## src/hw/rtl/esd_pkg.sv

```systemverilog
// Package for the escape sequence decoder.
// Holds the transfer payload types, the status codes and the character codes.
// Depends on nothing else.
package esd_pkg;

    typedef struct packed {
        logic [7:0] in_byte;
        logic       last_byte;
    } t_in_item;

    typedef struct packed {
        logic [7:0] out_byte;
        logic [1:0] status;
        logic       string_done;
    } t_out_item;

    localparam logic [1:0] ST_OK        = 2'd0;
    localparam logic [1:0] ST_BAD_ESC   = 2'd1;
    localparam logic [1:0] ST_PREMATURE = 2'd2;
    localparam logic [1:0] ST_BAD_HEX   = 2'd3;

    localparam logic [7:0] CHR_BACKSLASH = 8'h5C;
    localparam logic [7:0] CHR_QUOTE     = 8'h27;
    localparam logic [7:0] CHR_DQUOTE    = 8'h22;
    localparam logic [7:0] CHR_QUESTION  = 8'h3F;
    localparam logic [7:0] CHR_LC_A      = 8'h61;
    localparam logic [7:0] CHR_LC_B      = 8'h62;
    localparam logic [7:0] CHR_LC_F      = 8'h66;
    localparam logic [7:0] CHR_LC_N      = 8'h6E;
    localparam logic [7:0] CHR_LC_R      = 8'h72;
    localparam logic [7:0] CHR_LC_T      = 8'h74;
    localparam logic [7:0] CHR_LC_V      = 8'h76;
    localparam logic [7:0] CHR_LC_X      = 8'h78;
    localparam logic [7:0] CHR_DIGIT_0   = 8'h30;
    localparam logic [7:0] CHR_DIGIT_7   = 8'h37;
    localparam logic [7:0] CHR_DIGIT_9   = 8'h39;
    localparam logic [7:0] CHR_UC_A      = 8'h41;
    localparam logic [7:0] CHR_UC_F      = 8'h46;

    localparam logic [7:0] CTL_BEL = 8'd7;
    localparam logic [7:0] CTL_BS  = 8'd8;
    localparam logic [7:0] CTL_HT  = 8'd9;
    localparam logic [7:0] CTL_LF  = 8'd10;
    localparam logic [7:0] CTL_VT  = 8'd11;
    localparam logic [7:0] CTL_FF  = 8'd12;
    localparam logic [7:0] CTL_CR  = 8'd13;

endpackage

```

## src/hw/rtl/escape_sequence_decoder.sv

```systemverilog
// Escape sequence decoder top level: decodes C escape codes in a byte stream.
// Depends on esd_pkg for payload types, status codes and character codes.
//
//   channel | direction | handshake                | payload
//   in      | input     | i_in_valid / o_in_ready  | i_in_data  (t_in_item)
//   out     | output    | o_out_valid / i_out_ready| o_out_data (t_out_item)
//
// Each byte is decoded in the cycle it is accepted, and its result, if any,
// appears in the output register on the next cycle.
// One byte is accepted per cycle while the output register is empty or being taken.
// The input side stalls only while a result waits in the output register.
// Reset is synchronous and active low; it returns the decoder to plain characters.
module escape_sequence_decoder
    import esd_pkg::*;
(
    input  logic      i_clk,
    input  logic      i_rst_n,
    input  logic      i_in_valid,
    output logic      o_in_ready,
    input  t_in_item  i_in_data,
    output logic      o_out_valid,
    input  logic      i_out_ready,
    output t_out_item o_out_data
);

    typedef enum logic [4:0] {
        MODE_IDLE = 5'b00001,
        MODE_ESC  = 5'b00010,
        MODE_OCT  = 5'b00100,
        MODE_HEX  = 5'b01000,
        MODE_DROP = 5'b10000
    } t_mode;

    t_mode      r_mode, n_mode;
    logic [1:0] r_digits, n_digits;
    logic [8:0] r_accum, n_accum;
    logic       r_still, n_still;
    logic       r_hbad, n_hbad;

    logic       r_out_valid;
    t_out_item  r_out;

    logic       in_fire;
    logic       res_emit;
    t_out_item  res;

    logic [7:0] b;
    logic       last;
    logic       is_oct;
    logic [2:0] oct_val;
    logic       hex_ok;
    logic [3:0] hex_val;
    logic       simple_ok;
    logic [7:0] simple_val;
    logic [1:0] digits_inc;
    logic [8:0] oct_accum;

    assign b    = i_in_data.in_byte;
    assign last = i_in_data.last_byte;

    assign o_in_ready  = !r_out_valid || i_out_ready;
    assign in_fire     = i_in_valid && o_in_ready;
    assign o_out_valid = r_out_valid;
    assign o_out_data  = r_out;

    assign is_oct  = (b >= CHR_DIGIT_0) && (b <= CHR_DIGIT_7);
    assign oct_val = b[2:0];

    always_comb begin
        hex_ok  = 1'b1;
        hex_val = 4'd0;
        if (b >= CHR_DIGIT_0 && b <= CHR_DIGIT_9) begin
            hex_val = 4'(b - CHR_DIGIT_0);
        end else if (b >= CHR_LC_A && b <= CHR_LC_F) begin
            hex_val = 4'(b - CHR_LC_A + 8'd10);
        end else if (b >= CHR_UC_A && b <= CHR_UC_F) begin
            hex_val = 4'(b - CHR_UC_A + 8'd10);
        end else begin
            hex_ok = 1'b0;
        end
    end

    always_comb begin
        simple_ok  = 1'b1;
        simple_val = b;
        unique case (b)
            CHR_LC_A: simple_val = CTL_BEL;
            CHR_LC_B: simple_val = CTL_BS;
            CHR_LC_F: simple_val = CTL_FF;
            CHR_LC_N: simple_val = CTL_LF;
            CHR_LC_R: simple_val = CTL_CR;
            CHR_LC_T: simple_val = CTL_HT;
            CHR_LC_V: simple_val = CTL_VT;
            CHR_BACKSLASH, CHR_QUOTE, CHR_DQUOTE, CHR_QUESTION: simple_val = b;
            default: simple_ok = 1'b0;
        endcase
    end

    assign digits_inc = r_digits + 2'd1;
    assign oct_accum  = {r_accum[5:0], 3'b000} + {6'd0, oct_val};

    always_comb begin
        n_mode   = r_mode;
        n_digits = r_digits;
        n_accum  = r_accum;
        n_still  = r_still;
        n_hbad   = r_hbad;
        res_emit = 1'b0;
        res      = '{out_byte: 8'd0, status: ST_OK, string_done: last};

        unique case (r_mode)
            MODE_ESC: begin
                if (simple_ok) begin
                    n_mode       = MODE_IDLE;
                    res_emit     = 1'b1;
                    res.out_byte = simple_val;
                end else if (is_oct && !last) begin
                    n_mode   = MODE_OCT;
                    n_digits = 2'd1;
                    n_accum  = {6'd0, oct_val};
                    n_still  = 1'b1;
                    n_hbad   = 1'b0;
                end else if (b == CHR_LC_X && !last) begin
                    n_mode   = MODE_HEX;
                    n_digits = 2'd0;
                    n_accum  = 9'd0;
                    n_still  = 1'b1;
                    n_hbad   = 1'b0;
                end else begin
                    res_emit = 1'b1;
                    res.status = (is_oct || b == CHR_LC_X) ? ST_PREMATURE : ST_BAD_ESC;
                end
            end
            MODE_OCT: begin
                n_digits = digits_inc;
                if (r_still && is_oct) begin
                    n_accum = oct_accum;
                end else begin
                    n_still = 1'b0;
                end
                if (digits_inc == 2'd3) begin
                    res_emit     = 1'b1;
                    res.out_byte = n_accum[7:0];
                    n_mode       = MODE_IDLE;
                    n_digits     = 2'd0;
                    n_accum      = 9'd0;
                    n_still      = 1'b1;
                    n_hbad       = 1'b0;
                end else if (last) begin
                    res_emit   = 1'b1;
                    res.status = ST_PREMATURE;
                end
            end
            MODE_HEX: begin
                if (r_digits == 2'd0) begin
                    n_digits = 2'd1;
                    if (hex_ok) begin
                        n_accum = {5'd0, hex_val};
                    end else begin
                        n_hbad  = 1'b1;
                        n_still = 1'b0;
                    end
                    if (last) begin
                        res_emit   = 1'b1;
                        res.status = ST_PREMATURE;
                    end
                end else if (r_hbad) begin
                    res_emit   = 1'b1;
                    res.status = ST_BAD_HEX;
                end else begin
                    res_emit     = 1'b1;
                    res.out_byte = (r_still && hex_ok) ? {r_accum[3:0], hex_val}
                                                       : r_accum[7:0];
                    n_mode       = MODE_IDLE;
                    n_digits     = 2'd0;
                    n_accum      = 9'd0;
                    n_still      = 1'b1;
                    n_hbad       = 1'b0;
                end
            end
            MODE_DROP: begin
                if (last) begin
                    n_mode   = MODE_IDLE;
                    n_digits = 2'd0;
                    n_accum  = 9'd0;
                    n_still  = 1'b1;
                    n_hbad   = 1'b0;
                end
            end
            default: begin
                n_mode = MODE_IDLE;
                if (b == CHR_BACKSLASH) begin
                    if (last) begin
                        res_emit   = 1'b1;
                        res.status = ST_PREMATURE;
                    end else begin
                        n_mode = MODE_ESC;
                    end
                end else begin
                    res_emit     = 1'b1;
                    res.out_byte = b;
                end
            end
        endcase

        // Every error result ends the string and clears the digit state.
        if (res_emit && res.status != ST_OK) begin
            res.out_byte    = 8'd0;
            res.string_done = 1'b1;
            n_mode          = last ? MODE_IDLE : MODE_DROP;
            n_digits        = 2'd0;
            n_accum         = 9'd0;
            n_still         = 1'b1;
            n_hbad          = 1'b0;
        end
    end

    always_ff @(posedge i_clk) begin
        if (!i_rst_n) begin
            r_mode      <= MODE_IDLE;
            r_digits    <= 2'd0;
            r_accum     <= 9'd0;
            r_still     <= 1'b1;
            r_hbad      <= 1'b0;
            r_out_valid <= 1'b0;
        end else begin
            if (in_fire) begin
                r_mode      <= n_mode;
                r_digits    <= n_digits;
                r_accum     <= n_accum;
                r_still     <= n_still;
                r_hbad      <= n_hbad;
                r_out_valid <= res_emit;
            end else if (i_out_ready) begin
                r_out_valid <= 1'b0;
            end
        end
    end

    always_ff @(posedge i_clk) begin
        if (in_fire && res_emit) begin
            r_out <= res;
        end
    end

`ifndef SYNTHESIS
    a_error_ends_string: assert property (@(posedge i_clk) disable iff (!i_rst_n)
        r_out_valid && r_out.status != ST_OK |-> r_out.string_done && r_out.out_byte == 8'd0)
        else $error("An error result does not end the string with a zero byte.");

    a_last_returns_idle: assert property (@(posedge i_clk) disable iff (!i_rst_n)
        in_fire && last |=> r_mode == MODE_IDLE)
        else $error("The decoder is not idle after the last byte of a string.");

    a_drop_is_silent: assert property (@(posedge i_clk) disable iff (!i_rst_n)
        in_fire && r_mode == MODE_DROP |=> !r_out_valid)
        else $error("A dropped byte produced a result.");

    a_no_overwrite: assert property (@(posedge i_clk) disable iff (!i_rst_n)
        r_out_valid && !i_out_ready |-> !in_fire)
        else $error("A new byte was accepted while a result was stalled.");
`endif

endmodule

```

## config.mk

```make
export PLATFORM = sky130hd
export DESIGN_NAME = escape_sequence_decoder
export DESIGN_NICKNAME = d
export VERILOG_FILES = /design/src/hw/rtl/esd_pkg.sv /design/src/hw/rtl/escape_sequence_decoder.sv
export SDC_FILE = /design/constraint.sdc
export NUM_CORES = 1
export LEC_CHECK = 0
export ABC_AREA = 1
export BUFFER_PORTS_ARGS = -buffer_cell sky130_fd_sc_hd__buf_2
export CAP_MARGIN = 5
export CORE_UTILIZATION = 54
export DETAILED_ROUTE_END_ITERATION = 6
export GPL_ROUTABILITY_DRIVEN = 0
export MAX_ROUTING_LAYER = met4
export PLACE_DENSITY = 0.81
export SLEW_MARGIN = 0
export SYNTH_ARGS = -nofsm -noshare
export SYNTH_HDL_FRONTEND = slang
export SYNTH_SLANG_ARGS = --single-unit
export TNS_END_PERCENT = 20
```

## constraint.sdc

```tcl
create_clock -name i_clk -period 2.91 [get_ports i_clk]
set_clock_uncertainty 0.15 [all_clocks]
set_input_delay 0.291 -clock i_clk [delete_from_list [all_inputs] [get_ports i_clk]]
set_output_delay 0.291 -clock i_clk [all_outputs]
set_load 0.02 [all_outputs]
```

# After elaboration in Yosys (flattened, before gate mapping)

Cells that the tools add are included.
Widths: inputs -> output; s select.

Register bits: 29
Input bits: 13
Output and inout bits: 13
Logic and storage cells: 163

$add $sub $neg: 7
$lt $le $gt $ge: 7
Equality and inequality tests: 28
Muxes and demuxes: 87
Reduce and logical (&&, ||, !) cells: 25

Operator list:

| operator            | count |
|---|---|
| $mux 8              | 16 |
| $eq 8x7->1 const B  | 9 |
| $pmux 8 s7          | 1 |
| $mux 5              | 9 |
| $pmux 10 s4         | 1 |
| $mux 2              | 19 |
| $mux 1              | 32 |
| $pmux 8 s4          | 1 |
| $eq 8x6->1 const B  | 3 |
| $ne 4x4->1 const B  | 5 |
| $pmux 5 s4          | 1 |
| $ge 8x7->1 const B  | 2 |
| $le 8x6->1 const B  | 2 |
| $le 8x7->1 const B  | 2 |
| $ne 3x3->1 const B  | 5 |
| $reduce_and 7->1    | 2 |
| $mux 4              | 3 |
| $pmux 1 s4          | 3 |
| $reduce_and 6->1    | 2 |
| $sub 4x1->4 const B | 3 |
| $logic_and 1x1->1   | 11 |
| $reduce_or 11->1    | 1 |
| $add 4x4->4 const B | 2 |
| $add 8x3->8         | 1 |
| other kinds (15)    | 18 |

# Depth between registers and ports, before layout

Depth in word-level cells: 14
Depth in mapped cells: 17

# Worst setup path before layout

No wires, ideal clock.

Path type: input to register
Start: input port i_in_data[1] (netlist bit)
End: register r_out (netlist bit o_out_data[3]), data pin
Data arrival time: 1748 ps
Slack: 745 ps
Stages: 12
Buffers on the path: 0
Path through: inv_1 > ha_1 > nor2_1 > nor2_1 > o21ai_1 > nand2_1 > nand2_1 > inv_1 > o21ai_1 > a21oi_1 > a21oi_1 > o211ai_1

Cells in the longest elaborated chain, start to end: 10

RTL lines:

| element                                              | RTL line                       | text |
|---|---|---|
| start, declared                                      | escape_sequence_decoder.sv:20  | `input t_in_item i_in_data,` |
| branches (longest 10 deep; another with $sub 4x1->4) | --                             |  |
| end signal, assigned                                 | escape_sequence_decoder.sv:242 | `r_out <= res;` |
| end, declared                                        | escape_sequence_decoder.sv:41  | `t_out_item r_out;` |

Parallel ways; which one is timed is not known.
A chain may end at the register's enable or synchronous reset.

# Final worst setup path

Start: input port i_in_data[2] (netlist bit)
End: register r_out (netlist bit o_out_data[3]), data pin

Cells in the longest elaborated chain, start to end: 10

RTL lines:

| element                                                 | RTL line                                                       | text |
|---|---|---|
| $ge 8x7->1, or another cell as far along                | escape_sequence_decoder.sv:76                                  | `end else if (b >= CHR_UC_A && b <= CHR_UC_F) begin` |
| $logic_and 1x1->1 (on tied branches)                    | escape_sequence_decoder.sv:76, escape_sequence_decoder.sv:66   |  |
| $mux 1 / $logic_or 1x1->1 (equally long branches)       | escape_sequence_decoder.sv:76, escape_sequence_decoder.sv:131  |  |
| $mux 1 / $mux 2 (equally long branches)                 | escape_sequence_decoder.sv:74, escape_sequence_decoder.sv:131  |  |
| $mux 1 / $mux 2 (equally long branches)                 | escape_sequence_decoder.sv:72, escape_sequence_decoder.sv:123  |  |
| $logic_and 1x1->1 / $mux 2 (equally long branches)      | escape_sequence_decoder.sv:172, escape_sequence_decoder.sv:117 |  |
| $mux 8 / $mux 2 (equally long branches)                 | escape_sequence_decoder.sv:172, escape_sequence_decoder.sv:113 |  |
| $mux 8 / $pmux 10 s4 (equally long branches)            | escape_sequence_decoder.sv:167, escape_sequence_decoder.sv:111 |  |
| $mux 8 / $reduce_bool 2->1 (equally long branches)      | escape_sequence_decoder.sv:155, escape_sequence_decoder.sv:207 |  |
| $pmux 10 s4 / $logic_and 1x1->1 (equally long branches) | escape_sequence_decoder.sv:111, escape_sequence_decoder.sv:207 |  |

Parallel ways exist; a longest one is shown, timed or not.

==> results.sh <==
export IMPL_core_area_um2=4120
export IMPL_ctsResizeCount=0
export IMPL_critPathMaxFanout=8
export IMPL_synth_warning_count=0
export IMPL_p_leak_nw=1.26
export IMPL_cts_setup_buffers=0
export IMPL_port_buffers=25
export IMPL_cts_made_buffers=5
export IMPL_rsz0062_at_grt="no"
export IMPL_rows=23
export IMPL_seq_area_frac_synth_pct=29.1
export IMPL_synth_seq_cells=29
export IMPL_htreeDepth=2
export IMPL_crit_arrival_ps=2410
export IMPL_overflow=0
export IMPL_endpoint_kind="flip-flop"
export IMPL_finalWorstSetupSlack_ps=364
export IMPL_wl_per_cell_um=13.9
export IMPL_first_pass_iters=5
export IMPL_max_freq_ghz=0.393
export IMPL_grt_antenna_before_repair=0
export IMPL_grt_pass1_vias=2368
export IMPL_grt_max_degree=17
export IMPL_clock_path_buffers=2
export IMPL_die_h_um=68.4
export IMPL_initial_utilization_pct=57.8
export IMPL_slowest_stage="o21ai_1"
export IMPL_drtAntennaViolNets=0
export IMPL_ir_worst_vdd_mv=0.293
export IMPL_hpwl_mm=5.08
export IMPL_path_cells="buf_2 -> inv_1 -> ha_1 -> nor2_1 -> nor2_1 -> o21ai_1 -> nand2_1 -> nand2_1 -> inv_1 -> o21ai_1 -> a21oi_1 -> a21oi_1 -> o211ai_1"
export IMPL_ys_types=33
export IMPL_cts_sinks=29
export IMPL_avgSynthCellArea_um2=6.31
export IMPL_crit_type="in2reg"
export IMPL_track_usage_pct=31.4
export IMPL_drtIter0Drc=406
export IMPL_nets=423
export IMPL_tightest_slew_ps=448
export IMPL_setup_tns_ps=0
export IMPL_cts_clk_slew_worst_paths_ps=60
export IMPL_post_place_ws_ps=140
export IMPL_powerDensity_nw_per_um2=392
export IMPL_cp_start_kind="primary input"
export IMPL_mostFrequentLayoutCells="nand2_1 (102), nor2_1 (63), inv_1 (51), o21ai_0 (26), buf_2 (25)"
export IMPL_insertion_delay_ps=280
export IMPL_status="finished clean"
export IMPL_grt_pass1_wl_mm=10.6
export IMPL_synth_largest_area_cell="nand2_1"
export IMPL_area_delta_synth_final_pct=10.7
export IMPL_min_period_over_period_pct=87.5
export IMPL_die_x_um=68.4
export IMPL_hold_path_class="in2reg"
export IMPL_ys_top_cells_by_area="nand2_1 (16%), dfxtp_1 (15%), edfxtp_1 (14%), nor2_1 (9.9%), inv_1 (8.1%)"
export IMPL_slew_headroom_pct=70.0
export IMPL_mostFrequentLayoutCell="nand2_1"
export IMPL_drv_cap=0
export IMPL_hold_violations=0
export IMPL_via_count=2642
export IMPL_cts_tree="built"
export IMPL_num_io_pins=26
export IMPL_syn_area_um2=2380
export IMPL_drive_gt1_share_pct=14.8
export IMPL_drv_slew=0
export IMPL_diodes=0
export IMPL_clockRootBuffer="clkbuf_8"
export IMPL_synth_fp_nets=395
export IMPL_drt_wl_total_mm=6.35
export IMPL_netlist_instances=377
export IMPL_die_area_um2=4670
export IMPL_drc=0
export IMPL_viasPerCell=5.79
export IMPL_required_ps=2780
export IMPL_finalCriticalPeriod_ps=2550
export IMPL_postCtsHoldBufs=0
export IMPL_critPathMaxStageDelay_ps=310
export IMPL_synth_top_cell_area_share_pct=16.1
export IMPL_setup_viol=0
[layout make-up]
cell class                 count  area, um2
clock inverter                 2       8.76
inverter                      56        213
multi-input combinational    287       1440
tap                           50       62.6
clock buffer                   6       82.6
sequential                    29        691
timing repair buffer          26        133
fill                         389       1480
[per-stage QoR]
| stage | instances | util (%) | hold slack (ps) | power (mW) | instance area, um2 |
|---|---|---|---|---|---|
| 3_3_place_gp | 448 | 61.7 | 323 | 0.692 | 2540 |
| 4_1_cts | 456 | 63.9 | 147 | 1.03 | 2630 |
| 6_report | 456 | 63.9 | 147 | 1.03 | 2630 |
| 5_1_grt | 456 | 63.9 | 177 | 1.09 | 2630 |
| 3_5_place_dp | 448 | 61.7 | 335 | 0.697 | 2540 |
| 2_1_floorplan | 377 | - | 264 | 0.633 | 2380 |
[power breakdown]
part / internal [mW] / switching, mW / total [mW]
clock network: 0.187 / 0.153 / 0.339
registers: 0.453 / 0.0141 / 0.467
logic: 0.0675 / 0.158 / 0.225
[path summary, 6_finish.rpt]
| path | slack (ps) | depth (start not counted) | from | to |
|---|---|---|---|---|
| min reg2reg | 340 | 2 | r_mode[2] | r_mode[2] |
| max reg2reg | 550 | 14 | r_mode[2] | r_accum[7] |
| max | 360 | 13 | i_in_data[2] | o_out_data[3] |
| min | 150 | 4 | i_out_ready | o_out_valid |
[cell usage after synthesis]
cell / number
nand4_4: 1
nor2_4: 3
buf_6: 1
a21oi_4: 1
nand3_1: 17
inv_4: 1
clkbuf_1: 1
ha_1: 5
o21ai_0: 26
nor4_1: 1
edfxtp_1: 11
buf_2: 2
xor2_1: 2
nand3_4: 2
o21ai_1: 4
o2111ai_1: 4
dfxtp_1: 18
inv_2: 4
a21oi_1: 21
nand4_1: 5
inv_1: 51
nand3_2: 5
nor2_1: 63
nor2_2: 4
o211ai_1: 4
nand2_2: 5
buf_4: 1
nand2_4: 1
o21bai_1: 1
nand2_1: 102
o221ai_1: 4
a211oi_1: 1
nor3_1: 5
[logic make-up (layout without fill, tap and decap cells)]
| group | Yosys count | count (layout) | synth area share [%] |
|---|---|---|---|
| AND/OR/NAND/NOR | 214 | 214 | 41.0 |
| adder cells (fa/ha/maj) | 5 | 5 | 2.63 |
| buffers and inverters | 61 | 90 | 10.3 |
| XOR/XNOR | 2 | 2 | 0.737 |
| AO/OA/AOI/OAI | 66 | 66 | 16.3 |
| flip-flops | 29 | 29 | 29.1 |
[per-layer routing]
layer	track usage (%)	routed length [um]
met5	-	0
met4	11.5	183
met3	6.00	646
met2	48.9	2890
met1	39.9	2620
[state kept, by name (all words and copies together) (netlist names)]
name / flops
o_out_valid: 1
r_mode: 5
r_hbad: 1
r_still: 1
o_out_data: 11
r_digits: 2
r_accum: 8
[critical path: cells and delay by family]
family                   cells  cell delay [ps]
adder cells (fa/ha/maj)      1              230
AND/OR/NAND/NOR              4              590
AO/OA/AOI/OAI                5              840
buffers and inverters        3              470
No activity file was read; power rests on OpenSTA's default activity.
